**config.mk**
```make
export PLATFORM = sky130hd
export DESIGN_NAME = k_group_reverser
export DESIGN_NICKNAME = d
export VERILOG_FILES = /design/src/sv/k_grp_pkg.sv /design/src/sv/k_grp_ram.sv /design/src/sv/k_grp_front.sv /design/src/sv/k_grp_cmdq.sv /design/src/sv/k_grp_back.sv /design/src/sv/k_group_reverser.sv
export VERILOG_INCLUDE_DIRS = /design/src /design/src/sv
export SDC_FILE = /design/constraint.sdc
export NUM_CORES = 1
export LEC_CHECK = 0
export BUFFER_PORTS_ARGS = -buffer_cell sky130_fd_sc_hd__buf_2
export CAP_MARGIN = 20
export CORE_UTILIZATION = 40
export DETAILED_ROUTE_END_ITERATION = 6
export MAX_ROUTING_LAYER = met4
export PLACE_DENSITY = 0.65
export SYNTH_ARGS = -nofsm -noshare
export SYNTH_HDL_FRONTEND = slang
export SYNTH_SLANG_ARGS = --single-unit
```
**constraint.sdc**
```tcl
create_clock -name clk -period 6.7 [get_ports clk]
set_input_delay 0.335 -clock clk [delete_from_list [all_inputs] [get_ports clk]]
set_output_delay 0.335 -clock clk [all_outputs]
set_load 0.1 [all_outputs]
```
**src/sv/assert_macros.svh**
```systemverilog
// Assertion helpers shared by the RTL modules.
`ifndef ASSERT_MACROS_SVH
`define ASSERT_MACROS_SVH

// Same-cycle implication, checked outside reset.
`define KGR_ASSERT_NOW(name, clk, rst_n, ante, cons, msg) \
	name: assert property (@(posedge clk) disable iff (!rst_n) (ante) |-> (cons)) \
		else $error(msg);

// Next-cycle implication, checked outside reset.
`define KGR_ASSERT_NEXT(name, clk, rst_n, ante, cons, msg) \
	name: assert property (@(posedge clk) disable iff (!rst_n) (ante) |=> (cons)) \
		else $error(msg);

`endif

```
**src/sv/k_grp_pkg.sv**
```systemverilog
`timescale 1ns / 1ps
package k_grp_pkg;

	localparam int DATA_W        = 32;
	localparam int GS_W          = 5;
	// count width covers the largest supported group (64)
	localparam int CNT_W         = 7;
	localparam int MAX_GROUP_DEF = 16;
	localparam logic [GS_W-1:0] GS_RESET = 5'd2;

	// one drain job handed from front to back
	typedef struct packed {
		logic             bank;
		logic [CNT_W-1:0] count;
		logic             rev;
		logic             seq_end;
	} cmd_t;

endpackage

```
**src/sv/k_grp_ram.sv**
```systemverilog
`timescale 1ns / 1ps
module k_grp_ram #(
	parameter int WIDTH = 32,
	parameter int DEPTH = 32
) (
	input  logic                     clk,
	input  logic                     we,
	input  logic [$clog2(DEPTH)-1:0] waddr,
	input  logic [WIDTH-1:0]         wdata,
	input  logic                     re,
	input  logic [$clog2(DEPTH)-1:0] raddr,
	output logic [WIDTH-1:0]         rdata
);

	logic [WIDTH-1:0] mem_q [DEPTH];

	always_ff @(posedge clk) begin
		if (we) begin
			mem_q[waddr] <= wdata;
		end
		if (re) begin
			rdata <= mem_q[raddr];
		end
	end

endmodule

```
**src/sv/k_grp_front.sv**
```systemverilog
`timescale 1ns / 1ps
`include "assert_macros.svh"
module k_grp_front
	import k_grp_pkg::*;
#(
	parameter int MAX_GROUP = MAX_GROUP_DEF,
	parameter int IW        = (MAX_GROUP > 1) ? $clog2(MAX_GROUP) : 1
) (
	input  logic              clk,
	input  logic              arst_n,
	input  logic              cfg_wr_en,
	input  logic [GS_W-1:0]   cfg_wr_data,
	input  logic              in_valid,
	output logic              in_stall,
	input  logic [DATA_W-1:0] in_data,
	input  logic              in_last,
	input  logic              bank_done,
	output logic              wr_en,
	output logic [IW:0]       wr_addr,
	output logic [DATA_W-1:0] wr_data,
	output logic              push,
	output cmd_t              push_cmd
);

	logic [GS_W-1:0]  group_size_q;
	logic [CNT_W-1:0] fill_q;
	logic             wbank_q;
	logic [1:0]       pending_q;
	logic [CNT_W-1:0] gs_ext;
	logic [CNT_W-1:0] k_eff;
	logic [CNT_W-1:0] n_cnt;
	logic             accept;
	logic             full_grp;

	// zero acts as one, anything above the buffer size saturates
	always_comb begin
		gs_ext = CNT_W'(group_size_q);
		if (gs_ext == '0) begin
			k_eff = CNT_W'(1);
		end else if (gs_ext > CNT_W'(MAX_GROUP)) begin
			k_eff = CNT_W'(MAX_GROUP);
		end else begin
			k_eff = gs_ext;
		end
	end

	// both banks hold groups not yet read out: hold the input
	assign in_stall = (pending_q == 2'd2);
	assign accept   = in_valid && !in_stall;
	assign n_cnt    = fill_q + CNT_W'(1);
	assign full_grp = (n_cnt >= k_eff);

	assign wr_en   = accept;
	assign wr_addr = {wbank_q, fill_q[IW-1:0]};
	assign wr_data = in_data;

	assign push             = accept && (full_grp || in_last);
	assign push_cmd.bank    = wbank_q;
	assign push_cmd.count   = n_cnt;
	assign push_cmd.rev     = full_grp;
	assign push_cmd.seq_end = in_last;

	always_ff @(posedge clk or negedge arst_n) begin
		if (!arst_n) begin
			group_size_q <= GS_RESET;
			fill_q       <= '0;
			wbank_q      <= 1'b0;
			pending_q    <= '0;
		end else begin
			if (cfg_wr_en) begin
				group_size_q <= cfg_wr_data;
			end
			if (accept) begin
				if (push) begin
					fill_q  <= '0;
					wbank_q <= !wbank_q;
				end else begin
					fill_q <= n_cnt;
				end
			end
			if (push && !bank_done) begin
				pending_q <= pending_q + 2'd1;
			end else if (!push && bank_done) begin
				pending_q <= pending_q - 2'd1;
			end
		end
	end

	`KGR_ASSERT_NOW(a_fill_in_range, clk, arst_n, 1'b1, fill_q < CNT_W'(MAX_GROUP), "fill count reached buffer size")
	`KGR_ASSERT_NOW(a_done_has_pending, clk, arst_n, bank_done, pending_q != 2'd0, "bank released with none pending")
	`KGR_ASSERT_NOW(a_pending_bound, clk, arst_n, 1'b1, pending_q != 2'd3, "pending bank count overflow")

endmodule

```
**src/sv/k_grp_cmdq.sv**
```systemverilog
`timescale 1ns / 1ps
`include "assert_macros.svh"
module k_grp_cmdq
	import k_grp_pkg::*;
(
	input  logic clk,
	input  logic arst_n,
	input  logic push,
	input  cmd_t push_cmd,
	input  logic pop,
	output logic head_valid,
	output cmd_t head_cmd
);

	cmd_t       ent_q [2];
	logic       wptr_q;
	logic       rptr_q;
	logic [1:0] cnt_q;

	assign head_valid = (cnt_q != 2'd0);
	assign head_cmd   = ent_q[rptr_q];

	always_ff @(posedge clk) begin
		if (push) begin
			ent_q[wptr_q] <= push_cmd;
		end
	end

	always_ff @(posedge clk or negedge arst_n) begin
		if (!arst_n) begin
			wptr_q <= 1'b0;
			rptr_q <= 1'b0;
			cnt_q  <= '0;
		end else begin
			if (push) begin
				wptr_q <= !wptr_q;
			end
			if (pop) begin
				rptr_q <= !rptr_q;
			end
			if (push && !pop) begin
				cnt_q <= cnt_q + 2'd1;
			end else if (pop && !push) begin
				cnt_q <= cnt_q - 2'd1;
			end
		end
	end

	`KGR_ASSERT_NOW(a_no_overflow, clk, arst_n, push && !pop, cnt_q != 2'd2, "queue overflow")
	`KGR_ASSERT_NOW(a_no_underflow, clk, arst_n, pop, cnt_q != 2'd0, "queue underflow")

endmodule

```
**src/sv/k_grp_back.sv**
```systemverilog
`timescale 1ns / 1ps
`include "assert_macros.svh"
module k_grp_back
	import k_grp_pkg::*;
#(
	parameter int MAX_GROUP = MAX_GROUP_DEF,
	parameter int IW        = (MAX_GROUP > 1) ? $clog2(MAX_GROUP) : 1
) (
	input  logic                     clk,
	input  logic                     arst_n,
	input  logic                     head_valid,
	input  cmd_t                     head_cmd,
	output logic                     pop,
	output logic                     bank_done,
	output logic                     rd_en,
	output logic [IW:0]              rd_addr,
	input  logic [DATA_W-1:0]        rd_data,
	output logic                     out_valid,
	input  logic                     out_stall,
	output logic signed [DATA_W-1:0] out_value,
	output logic                     run_last,
	output logic                     seq_end
);

	cmd_t             cmd_q;
	logic             active_q;
	logic [CNT_W-1:0] idx_q;
	logic             valid_s1;
	logic             run_last_s1;
	logic             seq_end_s1;
	logic             out_valid_q;
	logic             run_last_q;
	logic             seq_end_q;
	logic [DATA_W-1:0] out_value_q;
	logic             move_s1;
	logic             issue;
	logic             last_idx;
	logic [CNT_W-1:0] sel;

	assign move_s1   = valid_s1 && (!out_valid_q || !out_stall);
	assign issue     = active_q && (!valid_s1 || move_s1);
	assign last_idx  = (idx_q == cmd_q.count - CNT_W'(1));
	assign bank_done = issue && last_idx;
	assign pop       = head_valid && (!active_q || bank_done);

	// a full group reads newest first, a tail reads oldest first
	assign sel     = cmd_q.rev ? (cmd_q.count - CNT_W'(1) - idx_q) : idx_q;
	assign rd_en   = issue;
	assign rd_addr = {cmd_q.bank, sel[IW-1:0]};

	assign out_valid = out_valid_q;
	assign out_value = out_value_q;
	assign run_last  = run_last_q;
	assign seq_end   = seq_end_q;

	always_ff @(posedge clk) begin
		if (pop) begin
			cmd_q <= head_cmd;
		end
		if (issue) begin
			run_last_s1 <= last_idx;
			seq_end_s1  <= last_idx && cmd_q.seq_end;
		end
		if (move_s1) begin
			out_value_q <= rd_data;
			run_last_q  <= run_last_s1;
			seq_end_q   <= seq_end_s1;
		end
	end

	always_ff @(posedge clk or negedge arst_n) begin
		if (!arst_n) begin
			active_q    <= 1'b0;
			idx_q       <= '0;
			valid_s1    <= 1'b0;
			out_valid_q <= 1'b0;
		end else begin
			if (pop) begin
				active_q <= 1'b1;
				idx_q    <= '0;
			end else if (bank_done) begin
				active_q <= 1'b0;
			end else if (issue) begin
				idx_q <= idx_q + CNT_W'(1);
			end
			if (issue) begin
				valid_s1 <= 1'b1;
			end else if (move_s1) begin
				valid_s1 <= 1'b0;
			end
			if (move_s1) begin
				out_valid_q <= 1'b1;
			end else if (!out_stall) begin
				out_valid_q <= 1'b0;
			end
		end
	end

	`KGR_ASSERT_NEXT(a_rdata_held, clk, arst_n, valid_s1 && !move_s1, $stable(rd_data), "read data lost while held")
	`KGR_ASSERT_NOW(a_issue_in_range, clk, arst_n, issue, idx_q < cmd_q.count, "read index past job end")

endmodule

```
**src/sv/k_group_reverser.sv**
```systemverilog
`timescale 1ns / 1ps
// Reverses a stream of signed 32-bit words in groups of group_size (1..MAX_GROUP; zero acts as
// one, larger values saturate). Each accepted word is written into one of two buffer banks. When
// a group fills, the whole group is sent out newest first; when the word flagged seq_last ends a
// partial group, the words held so far go out in their original order. run_last marks the last
// word of each run and seq_end the last word caused by a seq_last word. The front takes one word
// per cycle unless in_stall is high, and the back sends one word per cycle unless out_stall holds
// it. The input holds while both banks hold groups still being read out. When the back finds the
// job queue empty it goes idle and takes the next job before it reads again, so the input can
// hold even with the output never stalled. Output stalls reach the input the same way, once both
// banks are waiting. After the word that closed a group, the first word of its run passes the
// job queue, the job register of the back, the RAM read and the output register before it leaves.
// A write to group_size takes effect from the next word and keeps the buffered words.
module k_group_reverser
	import k_grp_pkg::*;
#(
	parameter int MAX_GROUP = MAX_GROUP_DEF
) (
	input  logic                     clk,
	input  logic                     arst_n,
	input  logic                     cfg_wr_en,
	input  logic [GS_W-1:0]          cfg_wr_data,
	input  logic                     in_valid,
	output logic                     in_stall,
	input  logic signed [DATA_W-1:0] item_value,
	input  logic                     seq_last,
	output logic                     out_valid,
	input  logic                     out_stall,
	output logic signed [DATA_W-1:0] out_value,
	output logic                     run_last,
	output logic                     seq_end
);

	// index width within one bank; the bank bit sits on top
	localparam int IW = (MAX_GROUP > 1) ? $clog2(MAX_GROUP) : 1;

	logic              wr_en;
	logic [IW:0]       wr_addr;
	logic [DATA_W-1:0] wr_data;
	logic              rd_en;
	logic [IW:0]       rd_addr;
	logic [DATA_W-1:0] rd_data;
	logic              push;
	cmd_t              push_cmd;
	logic              pop;
	logic              head_valid;
	cmd_t              head_cmd;
	logic              bank_done;

	// front: hold config, fill the current bank, classify each word
	k_grp_front #(
		.MAX_GROUP (MAX_GROUP),
		.IW        (IW)
	) u_front (
		.clk         (clk),
		.arst_n      (arst_n),
		.cfg_wr_en   (cfg_wr_en),
		.cfg_wr_data (cfg_wr_data),
		.in_valid    (in_valid),
		.in_stall    (in_stall),
		.in_data     (item_value),
		.in_last     (seq_last),
		.bank_done   (bank_done),
		.wr_en       (wr_en),
		.wr_addr     (wr_addr),
		.wr_data     (wr_data),
		.push        (push),
		.push_cmd    (push_cmd)
	);

	// two banks of MAX_GROUP words each
	k_grp_ram #(
		.WIDTH (DATA_W),
		.DEPTH (2 ** (IW + 1))
	) u_ram (
		.clk   (clk),
		.we    (wr_en),
		.waddr (wr_addr),
		.wdata (wr_data),
		.re    (rd_en),
		.raddr (rd_addr),
		.rdata (rd_data)
	);

	// drain jobs waiting between front and back
	k_grp_cmdq u_cmdq (
		.clk        (clk),
		.arst_n     (arst_n),
		.push       (push),
		.push_cmd   (push_cmd),
		.pop        (pop),
		.head_valid (head_valid),
		.head_cmd   (head_cmd)
	);

	// back: read a bank out in the chosen order through the output register
	k_grp_back #(
		.MAX_GROUP (MAX_GROUP),
		.IW        (IW)
	) u_back (
		.clk        (clk),
		.arst_n     (arst_n),
		.head_valid (head_valid),
		.head_cmd   (head_cmd),
		.pop        (pop),
		.bank_done  (bank_done),
		.rd_en      (rd_en),
		.rd_addr    (rd_addr),
		.rd_data    (rd_data),
		.out_valid  (out_valid),
		.out_stall  (out_stall),
		.out_value  (out_value),
		.run_last   (run_last),
		.seq_end    (seq_end)
	);

endmodule

```
==> impl_summary.log, run 1 <==
[metrics] wire length reported by the detailed router: 139000 µm
[metrics] Residual DRC: 0
[metrics] nature of the critical path endpoint: flop
[metrics] part of the total power dissipated in combinational logic: 26.5%
[metrics] GR Overflow Total: 0
[metrics] total power divided by cell area: 368 nW/µm²
[metrics] share of synthesized flip-flops with an asynchronous set or reset: 2.52%
[metrics] start of the worst register-to-register path: u_back.idx_q[0]$_DFFE_PN0P_
[metrics] number of warnings printed during yosys synthesis: 0
[metrics] Die Y: 350 µm
[metrics] placement row count: 127
[metrics] Nets: 3507
[metrics] fin. max-slew vios: 0
[metrics] core footprint: 120000 µm²
[metrics] Max Cap Viol: 0
[metrics] final-report hold violation count: 0
[metrics] TritonCTS clock tree: done
[metrics] relative slew slack: 20.3%
[metrics] width of the die: 350 µm
[metrics] buffer count from post-CTS setup fixing: 0
[metrics] core occupancy in the finished layout: 45.4%
[metrics] Longest Clk Path Bufs: 3
[metrics] hold_ws: 0.0963 ns
[metrics] post-route antenna net violation count: 0
[metrics] post-layout minimum cycle time: 4.99 ns
[metrics] worst endpoint required time: 7.27 ns
[metrics] min-delay src: in_valid
[metrics] DRC violation total after the first TritonRoute iteration: 3832
[metrics] setup total negative slack: 0 ns
[metrics] clk sinks: 1151
[metrics] wire length per cell after detailed routing: 27.0 µm
[metrics] mean number of vias per cell: 6.15
[metrics] clock slew at reported path FFs: 0.06 ns
[metrics] die area: 123000 µm²
[metrics] maximum number of pins on one net before global-route repair: 121
[metrics] number of enable-type register cells in the synthesized netlist: 1122
[metrics] combined area of all synthesized cells: 48500 µm²
[metrics] FMAX: 0.200 GHz
[metrics] switching power of the nets: 6.65 mW
[metrics] Pwr Total: 20.1 mW
[metrics] final worst path period share: 74.5%
[metrics] count of cell types in the netlist: 73
[metrics] area grow syn2layout: 12.4%
[metrics] number of gates resized after CTS: 0
[metrics] FF+latch area: 34400 µm²
[metrics] signal arrival time at the worst endpoint: 5.56 ns
[metrics] final weighted congestion in routability-driven placement: 0.810
[metrics] cell leakage power: 17.3 nW
[metrics] crit path kind: reg2reg
[metrics] number of instances in the synthesized netlist: 3451
[metrics] outcome: complete, no violations
[metrics] actual slew at the worst max-slew pin: 1.19 ns
[metrics] number of hold buffers added after cts: 14
[metrics] switching part of the total power: 33.1%
[metrics] maximum fanout along the worst path: 66
[metrics] endpoint of the lowest-slack register-to-register path: u_ram.rdata[17]$_DFFE_PP_
[metrics] via count of the first global-routing pass: 31200
[metrics] FF+latch count, synth: 1151
[metrics] antenna violations before repair: 8
[metrics] sequential share of power: 43.0%
[metrics] worst hold-check path type: in2reg
[metrics] placed inst area: 50900 µm²
[metrics] dominant synthesized flop cell: sky130_fd_sc_hd__edfxtp_1
[metrics] global routing usage summed across all routing layers: 23.0%
[metrics] sequential element share of the synthesized area: 70.9%
[metrics] first-pass GRT wire length: 204000 µm
[metrics] net count after synthesis: 3511
[metrics] FF-to-FF setup slack: 1.71 ns
[metrics] average footprint of a synthesized cell: 14.1 µm²
[metrics] clock root cell: sky130_fd_sc_hd__clkbuf_16
[metrics] fraction of layout cells with a size suffix above 1: 12.2%
[metrics] cell depth of the worst hold path: 4
[metrics] internal power: 13.5 mW
[metrics] insertion delay to the later sink of the worst-skew pair: 0.71 ns
[metrics] Reg2Reg Depth: 10
[metrics] Min-Delay Endpoint: u_front.fill_q[0]$_DFFE_PN0P_
[metrics] startpoint types: flop
[metrics] effective utilization at floorplan: 40.4%
[metrics] number of fill cells: 10500
[metrics] portion of total power attributed to the clock network: 30.5%
[metrics] Layout Cell Area excl Fill: 54600 µm²
[metrics] area of combinational cells with multiple inputs: 13300 µm²
[metrics] number of search-and-repair iterations in the first detailed-routing pass: 6
[metrics] setup violation total in the final timing report: 0
[metrics] # IOs: 79
[metrics] IR Drop Worst-Case VDD: 274 µV
[metrics] H-tree levels: 3
[metrics] commonest cells after routing, fill and taps aside: 1122 x sky130_fd_sc_hd__edfxtp_1, 257 x sky130_fd_sc_hd__nor2_1, 209 x sky130_fd_sc_hd__nand3_1
[metrics] largest clock skew in the final design: 0.0221 ns
[metrics] commonest non-fill, non-tap cell in the layout: sky130_fd_sc_hd__edfxtp_1
[metrics] Port Buf Inserts: 78
[metrics] hpwl dp: 72300 µm
[metrics] unrepaired setup endpoints after global routing: false
[metrics] DR vias: 31700
[metrics] TritonCTS Buffers: 113
per-stage QoR:
stage                     std cells  setup WS, ns
after floorplan                3451          2.82
after global placement         4930          1.96
after detailed placement       4930          1.83
after CTS                      5151          1.79
after global routing           5158          1.63
final                          5158          1.71
final cells by class:
cell class	count	area share, %
diodes	7	0.0321
clock buffers	150	5.63
clock inverters	57	0.825
inverters	28	0.193
multi-input cells	1975	24.3
flip-flops and latches	1151	63.1
well taps	1612	3.70
repair buffers	178	2.25
metal layers:
| metal | track usage (%) | wire length (µm) |
|---|---|---|
| met4 | 8.43 | 4460 |
| met5 | - | 0 |
| met2 | 36.8 | 66900 |
| met3 | 3.91 | 11800 |
| met1 | 29.5 | 56200 |
Yosys cell counts (4+ instances only):
| cell | number | area [µm²] |
|---|---|---|
| sky130_fd_sc_hd__edfxtp_1 | 1122 | 33700 |
| sky130_fd_sc_hd__nor2_1 | 290 | 1090 |
| sky130_fd_sc_hd__nand3_1 | 209 | 1050 |
| sky130_fd_sc_hd__clkbuf_1 | 196 | 736 |
| sky130_fd_sc_hd__o21ai_0 | 141 | 706 |
| sky130_fd_sc_hd__a21oi_1 | 109 | 546 |
| sky130_fd_sc_hd__o22ai_1 | 103 | 644 |
| sky130_fd_sc_hd__o211ai_1 | 87 | 653 |
| sky130_fd_sc_hd__nand2_1 | 74 | 278 |
| sky130_fd_sc_hd__o311ai_0 | 72 | 631 |
| sky130_fd_sc_hd__nor2b_1 | 70 | 438 |
| sky130_fd_sc_hd__buf_2 | 68 | 340 |
| sky130_fd_sc_hd__a31oi_1 | 67 | 419 |
| sky130_fd_sc_hd__nand2b_1 | 62 | 388 |
| sky130_fd_sc_hd__a21o_1 | 59 | 443 |
| sky130_fd_sc_hd__a221o_1 | 56 | 561 |
| sky130_fd_sc_hd__a211oi_1 | 51 | 383 |
| sky130_fd_sc_hd__nor3_1 | 43 | 215 |
| sky130_fd_sc_hd__and3_1 | 35 | 219 |
| sky130_fd_sc_hd__o21ai_1 | 32 | 160 |
| sky130_fd_sc_hd__a211o_1 | 31 | 272 |
| sky130_fd_sc_hd__a31o_1 | 30 | 263 |
| sky130_fd_sc_hd__nand4_1 | 30 | 188 |
| sky130_fd_sc_hd__a2111oi_0 | 29 | 254 |
| sky130_fd_sc_hd__a2bb2oi_1 | 29 | 254 |
| sky130_fd_sc_hd__buf_1 | 29 | 109 |
| sky130_fd_sc_hd__mux4_2 | 29 | 653 |
| sky130_fd_sc_hd__nor4_1 | 29 | 181 |
| sky130_fd_sc_hd__o22a_1 | 29 | 254 |
| sky130_fd_sc_hd__o31a_1 | 29 | 254 |
| sky130_fd_sc_hd__dfrtp_1 | 28 | 701 |
| sky130_fd_sc_hd__inv_1 | 25 | 93.8 |
| sky130_fd_sc_hd__ha_1 | 16 | 200 |
| sky130_fd_sc_hd__mux2_2 | 15 | 169 |
| sky130_fd_sc_hd__xnor2_1 | 15 | 131 |
| sky130_fd_sc_hd__o311ai_1 | 13 | 114 |
| sky130_fd_sc_hd__xor2_1 | 10 | 87.6 |
| sky130_fd_sc_hd__o32ai_1 | 9 | 78.8 |
| sky130_fd_sc_hd__mux2i_1 | 6 | 60.1 |
| sky130_fd_sc_hd__o221ai_1 | 6 | 52.6 |
| sky130_fd_sc_hd__o41ai_1 | 6 | 52.6 |
| sky130_fd_sc_hd__o21a_1 | 5 | 37.5 |
| sky130_fd_sc_hd__or3_1 | 5 | 31.3 |
| sky130_fd_sc_hd__and2_1 | 4 | 25.0 |
flip-flops by register name, summed over array words and instances, names as in the netlist, 2 cells and up:
signal	cells
u_front.group_size_q	5
u_back.out_value	32
u_cmdq.cnt_q	2
u_front.pending_q	2
u_cmdq.ent_q	20
u_back.idx_q	7
u_back.cmd_q	9
u_ram.rdata	32
u_ram.mem_q	1024
u_front.fill_q	7
how the worst max path moves through the flow:
stage                                 start                       endpoint  slack, ns  cells after the start
6_report        u_back.idx_q[0]$_DFFE_PN0P_      u_ram.rdata[17]$_DFFE_PP_       1.71                     10
5_1_grt         u_back.idx_q[0]$_DFFE_PN0P_      u_ram.rdata[14]$_DFFE_PP_       1.63                     10
4_1_cts         u_back.idx_q[0]$_DFFE_PN0P_      u_ram.rdata[17]$_DFFE_PP_       1.79                     10
3_5_place_dp    u_back.idx_q[0]$_DFFE_PN0P_      u_ram.rdata[17]$_DFFE_PP_       1.83                     10
3_3_place_gp    u_back.idx_q[0]$_DFFE_PN0P_      u_ram.rdata[14]$_DFFE_PP_       1.96                     10
2_1_floorplan  u_back.out_valid$_DFFE_PN0P_  u_back.out_value[0]$_DFFE_PP_       2.82                      1
power groups by stage:
stage	clock network, mW	logic (mW)	registers, mW
after floorplan	0	3.14	9.02
after global placement	0	5.17	8.79
after detailed placement	0	5.23	8.80
after CTS	6.20	5.26	8.65
after global routing	6.47	5.64	8.67
final	6.13	5.33	8.65
kinds of logic after synthesis:
family,after synthesis,synth area share [%]
AND/OR/NAND/NOR,873,8.80
flip-flops,1151,70.9
multiplexers,50,1.82
adder cells (fa/ha/maj),17,0.454
buffers and inverters,325,2.73
XOR/XNOR,25,0.451
AO/OA/AOI/OAI,1010,14.8
critical path, cell delays in order, from the launching register on:
cell and delay (ns):
sky130_fd_sc_hd__dfrtp_4 0.72, sky130_fd_sc_hd__ha_4 0.28, sky130_fd_sc_hd__fa_4 0.82, sky130_fd_sc_hd__buf_4 0.80, sky130_fd_sc_hd__nor2b_1 0.28, sky130_fd_sc_hd__nor2_4 0.58
sky130_fd_sc_hd__buf_4 0.54, sky130_fd_sc_hd__a21oi_1 0.14, sky130_fd_sc_hd__a211o_1 0.32, sky130_fd_sc_hd__o311ai_0 0.13, sky130_fd_sc_hd__a31o_1 0.19
Power figures use the tool's default switching activity.
==> run 2: changes to the inputs <==
--- a/config.mk
+++ b/config.mk
@@ -11,7 +11,7 @@
 export CORE_UTILIZATION = 40
 export DETAILED_ROUTE_END_ITERATION = 6
 export MAX_ROUTING_LAYER = met4
-export PLACE_DENSITY = 0.65
+export PLACE_DENSITY = 0.67
 export SYNTH_ARGS = -nofsm -noshare
 export SYNTH_HDL_FRONTEND = slang
 export SYNTH_SLANG_ARGS = --single-unit
==> constraint.sdc (replaced) <==
create_clock -name clk -period 4.2 [get_ports clk]
set_input_delay 0.21 -clock clk [delete_from_list [all_inputs] [get_ports clk]]
set_output_delay 0.21 -clock clk [all_outputs]
set_load 0.1 [all_outputs]
==> run 2 against run 1 <==
Net effect:
- setup slack lost 1.5 ns
- critical endpoint is now u_ram.rdata[19]$_DFFE_PP_
- via count grew 1.7%
- register-to-register slack lost 1.5 ns
- hold slack lost 0.058 ns
- design area grew 1.8%
- sequential power grew 58%
==> impl_summary.log, run 2 (synthesized netlist as in run 1, its figures left out) <==
[metrics] actual slew at the worst max-slew pin: 1.11 ns (-0.0810 ns)
[metrics] FF-to-FF setup slack: 0.25 ns (-1.46 ns)
[metrics] number of fill cells: 10300 (-1.9%)
[metrics] number of buffers and inverters on the critical path: 2 (unchanged)
[metrics] final cell count without fillers: 5212 (+1.0%)
[metrics] final weighted congestion in routability-driven placement: 0.848 (+4.7%)
[metrics] Pwr Total: 32.6 mW (+62%)
[metrics] outcome: complete, no violations
[metrics] final-report hold violation count: 0 (unchanged)
[metrics] hpwl dp: 78900 µm (+9.1%)
[metrics] fraction of layout cells with a size suffix above 1: 13.5% (+1.3 points)
[metrics] placement row count: 127 (unchanged)
[metrics] final worst path period share: 94.0% (+20 points)
[metrics] commonest cells after routing, fill and taps aside: 1122 x sky130_fd_sc_hd__edfxtp_1, 257 x sky130_fd_sc_hd__nor2_1, 209 x sky130_fd_sc_hd__nand3_1
[metrics] setup total negative slack: 0 ns (unchanged)
[metrics] GR Overflow Total: 0 (unchanged)
[metrics] unrepaired setup endpoints after global routing: false
[metrics] worst hold-check path type: in2reg
[metrics] cell type of the slowest stage on the worst timing path: sky130_fd_sc_hd__o311ai_0
[metrics] width of the die: 350 µm (unchanged)
[metrics] fin. max-slew vios: 0 (unchanged)
[metrics] list of cells traversed by the critical path: inv_1 > ha_1 > fa_4 > nand2_4 > buf_12 > o22ai_1 > o311ai_0 > a31oi_1 > a31o_1
[metrics] commonest non-fill, non-tap cell in the layout: sky130_fd_sc_hd__edfxtp_1
[metrics] number of gates resized after CTS: 0 (unchanged)
[metrics] crit path kind: reg2reg
[metrics] setup ws final: 0.252 ns (-1.46 ns)
[metrics] effective utilization at floorplan: 40.4% (unchanged)
[metrics] startpoint types: flop
[metrics] wire length reported by the detailed router: 140000 µm (+0.56%)
[metrics] TritonCTS Buffers: 114 (+0.88%)
[metrics] nature of the critical path endpoint: flop
[metrics] area grow syn2layout: 14.4%
[metrics] core footprint: 120000 µm² (unchanged)
[metrics] antenna violations before repair: 8 (unchanged)
[metrics] post-placement cell count: 4974 (+0.89%)
[metrics] Nets: 3555 (+1.4%)
[metrics] via count of the first global-routing pass: 31200 (-0.038%)
[metrics] insertion delay to the later sink of the worst-skew pair: 0.71 ns (about the same)
[metrics] die area: 123000 µm² (unchanged)
[metrics] IR Drop Worst-Case VDD: 410 µV (+50%)
[metrics] worst endpoint required time: 4.64 ns (-2.63 ns)
[metrics] clk sinks: 1151 (unchanged)
[metrics] total power divided by cell area: 588 nW/µm² (+59%)
[metrics] Worst path max stage delay: 0.92 ns (+0.10 ns)
[metrics] maximum fanout along the worst path: 20 (-70%)
[metrics] Max Cap Viol: 0 (unchanged)
[metrics] DR vias: 32200 (+1.7%)
[metrics] Longest Clk Path Bufs: 3 (unchanged)
[metrics] first-pass GRT wire length: 205000 µm (+0.34%)
[metrics] post-layout minimum cycle time: 3.95 ns (-1.04 ns)
[metrics] area of combinational cells with multiple inputs: 13300 µm² (unchanged)
[metrics] Port Buf Inserts: 78 (unchanged)
[metrics] TritonCTS clock tree: done
[metrics] clock slew at reported path FFs: 0.06 ns (about the same)
[metrics] min-delay src: item_value[24]
[metrics] largest clock skew in the final design: 0.0302 ns (+0.00802 ns)
[metrics] wire length per cell after detailed routing: 26.9 µm (-0.48%)
[metrics] DRC violation total after the first TritonRoute iteration: 3622 (-5.5%)
[metrics] signal arrival time at the worst endpoint: 4.38 ns (-1.18 ns)
[metrics] number of search-and-repair iterations in the first detailed-routing pass: 6 (unchanged)
[metrics] H-tree levels: 3 (unchanged)
[metrics] worst slack, placed: 0.374 ns (-1.45 ns)
[metrics] post-route antenna net violation count: 0 (unchanged)
[metrics] FMAX: 0.253 GHz (+26%)
[metrics] cell leakage power: 17.7 nW (+2.4%)
[metrics] # IOs: 79 (unchanged)
[metrics] clock root cell: sky130_fd_sc_hd__clkbuf_16
[metrics] number of flip-flops under the largest register name: 1024 (unchanged)
[metrics] relative slew slack: 24.9% (+4.6 points)
[metrics] Residual DRC: 0 (unchanged)
[metrics] maximum number of pins on one net before global-route repair: 136 (+12%)
[metrics] mean number of vias per cell: 6.19 (+0.61%)
[metrics] worst setup path startpoint: u_back.cmd_q[2]$_DFFE_PP_
[metrics] CP delay by family, top: compound AO/OA/AOI/OAI gates
[metrics] global routing usage summed across all routing layers: 23.2% (+0.14 points)
[metrics] register containing the most flip-flops in the final layout: u_ram.mem_q
[metrics] setup violation total in the final timing report: 0 (unchanged)
[metrics] start of the worst register-to-register path: u_back.cmd_q[2]$_DFFE_PP_
[metrics] Die Y: 350 µm (unchanged)
[metrics] FF+latch area: 34400 µm² (unchanged)
run 2: cell count changes in the layout (fill, tap and decap cells not counted), moves of 2 or more:
cell and change:
sky130_fd_sc_hd__dlygate4sd3_1 +3, sky130_fd_sc_hd__inv_6 +7, sky130_fd_sc_hd__bufinv_16 +3, sky130_fd_sc_hd__inv_16 -2, sky130_fd_sc_hd__clkbuf_16 -2, sky130_fd_sc_hd__clkinv_2 +3, sky130_fd_sc_hd__clkbuf_1 -4, sky130_fd_sc_hd__clkbuf_8 -4
sky130_fd_sc_hd__buf_12 +44, sky130_fd_sc_hd__diode_2 +2, sky130_fd_sc_hd__clkinvlp_4 +2
run 2: metrics by stage:
stage | util [%] | area (µm²) | hold slack (ns)
floorplan | - | 48500 | -0.0856
global placement | 43.1 | 51800 | 0.295
detailed placement | 43.1 | 51800 | 0.305
CTS | 46.2 | 55500 | 0.00339
global route | 46.2 | 55500 | 0.0369
finish | 46.2 | 55500 | 0.0379
run 2: layout make-up:
class                   instances  share of cell area (%)
diodes                          9                  0.0406
clock buffers                 140                    5.31
clock inverters                72                    1.11
inverters                      28                   0.189
multi-input cells            1975                    23.9
flip-flops and latches       1151                    62.0
well taps                    1612                    3.63
repair buffers                225                    3.85
run 2: where the power goes:
group	internal (mW)	switching, mW	total [mW]	leakage (nW)
sequential	13.4	0.336	13.7	10.5
combinational	2.93	6.09	9.02	5.42
clock	5.54	4.33	9.87	1.74
total	21.9	10.8	32.6	17.7
run 2: worst reg2reg max path: stages, from the launching register on:
cell and delay [ns]:
sky130_fd_sc_hd__edfxtp_1 0.41, sky130_fd_sc_hd__inv_1 0.06, sky130_fd_sc_hd__ha_1 0.33, sky130_fd_sc_hd__fa_4 0.68, sky130_fd_sc_hd__nand2_4 0.44, sky130_fd_sc_hd__buf_12 0.26
sky130_fd_sc_hd__o22ai_1 0.11, sky130_fd_sc_hd__o311ai_0 0.92, sky130_fd_sc_hd__a31oi_1 0.23, sky130_fd_sc_hd__a31o_1 0.24
run 2: repair_timing:
| action | in CTS | in global routing |
|---|---|---|
| hold buffers | 17 | 0 |
| buffers inserted | 0 | 0 |
| hold endpoints to repair | 54 | 0 |
| endpoints found under the setup margin | 0 | 0 |
run 2: path summary, 6_finish.rpt:
| check | end | cells after the start |
|---|---|---|
| worst max-delay path | u_ram.rdata[19]$_DFFE_PP_ | 9 |
| worst min-delay path | u_ram.mem_q[5][24]$_DFFE_PP_ | 1 |
| worst max register to register | u_ram.rdata[19]$_DFFE_PP_ | 9 |
| worst min register to register | u_back.run_last$_DFFE_PP_ | 0 |
| max in group asynchronous | u_back.idx_q[0]$_DFFE_PN0P_ | 2 |
| min in group asynchronous | u_front.pending_q[1]$_DFFE_PN0P_ | 2 |
run 2: metal layers:
layer,global-route usage (%),share of wire (%)
met2,37.0,48
met3,4.02,9.8
met1,29.5,39
met4,8.86,3.6
met5,-,0
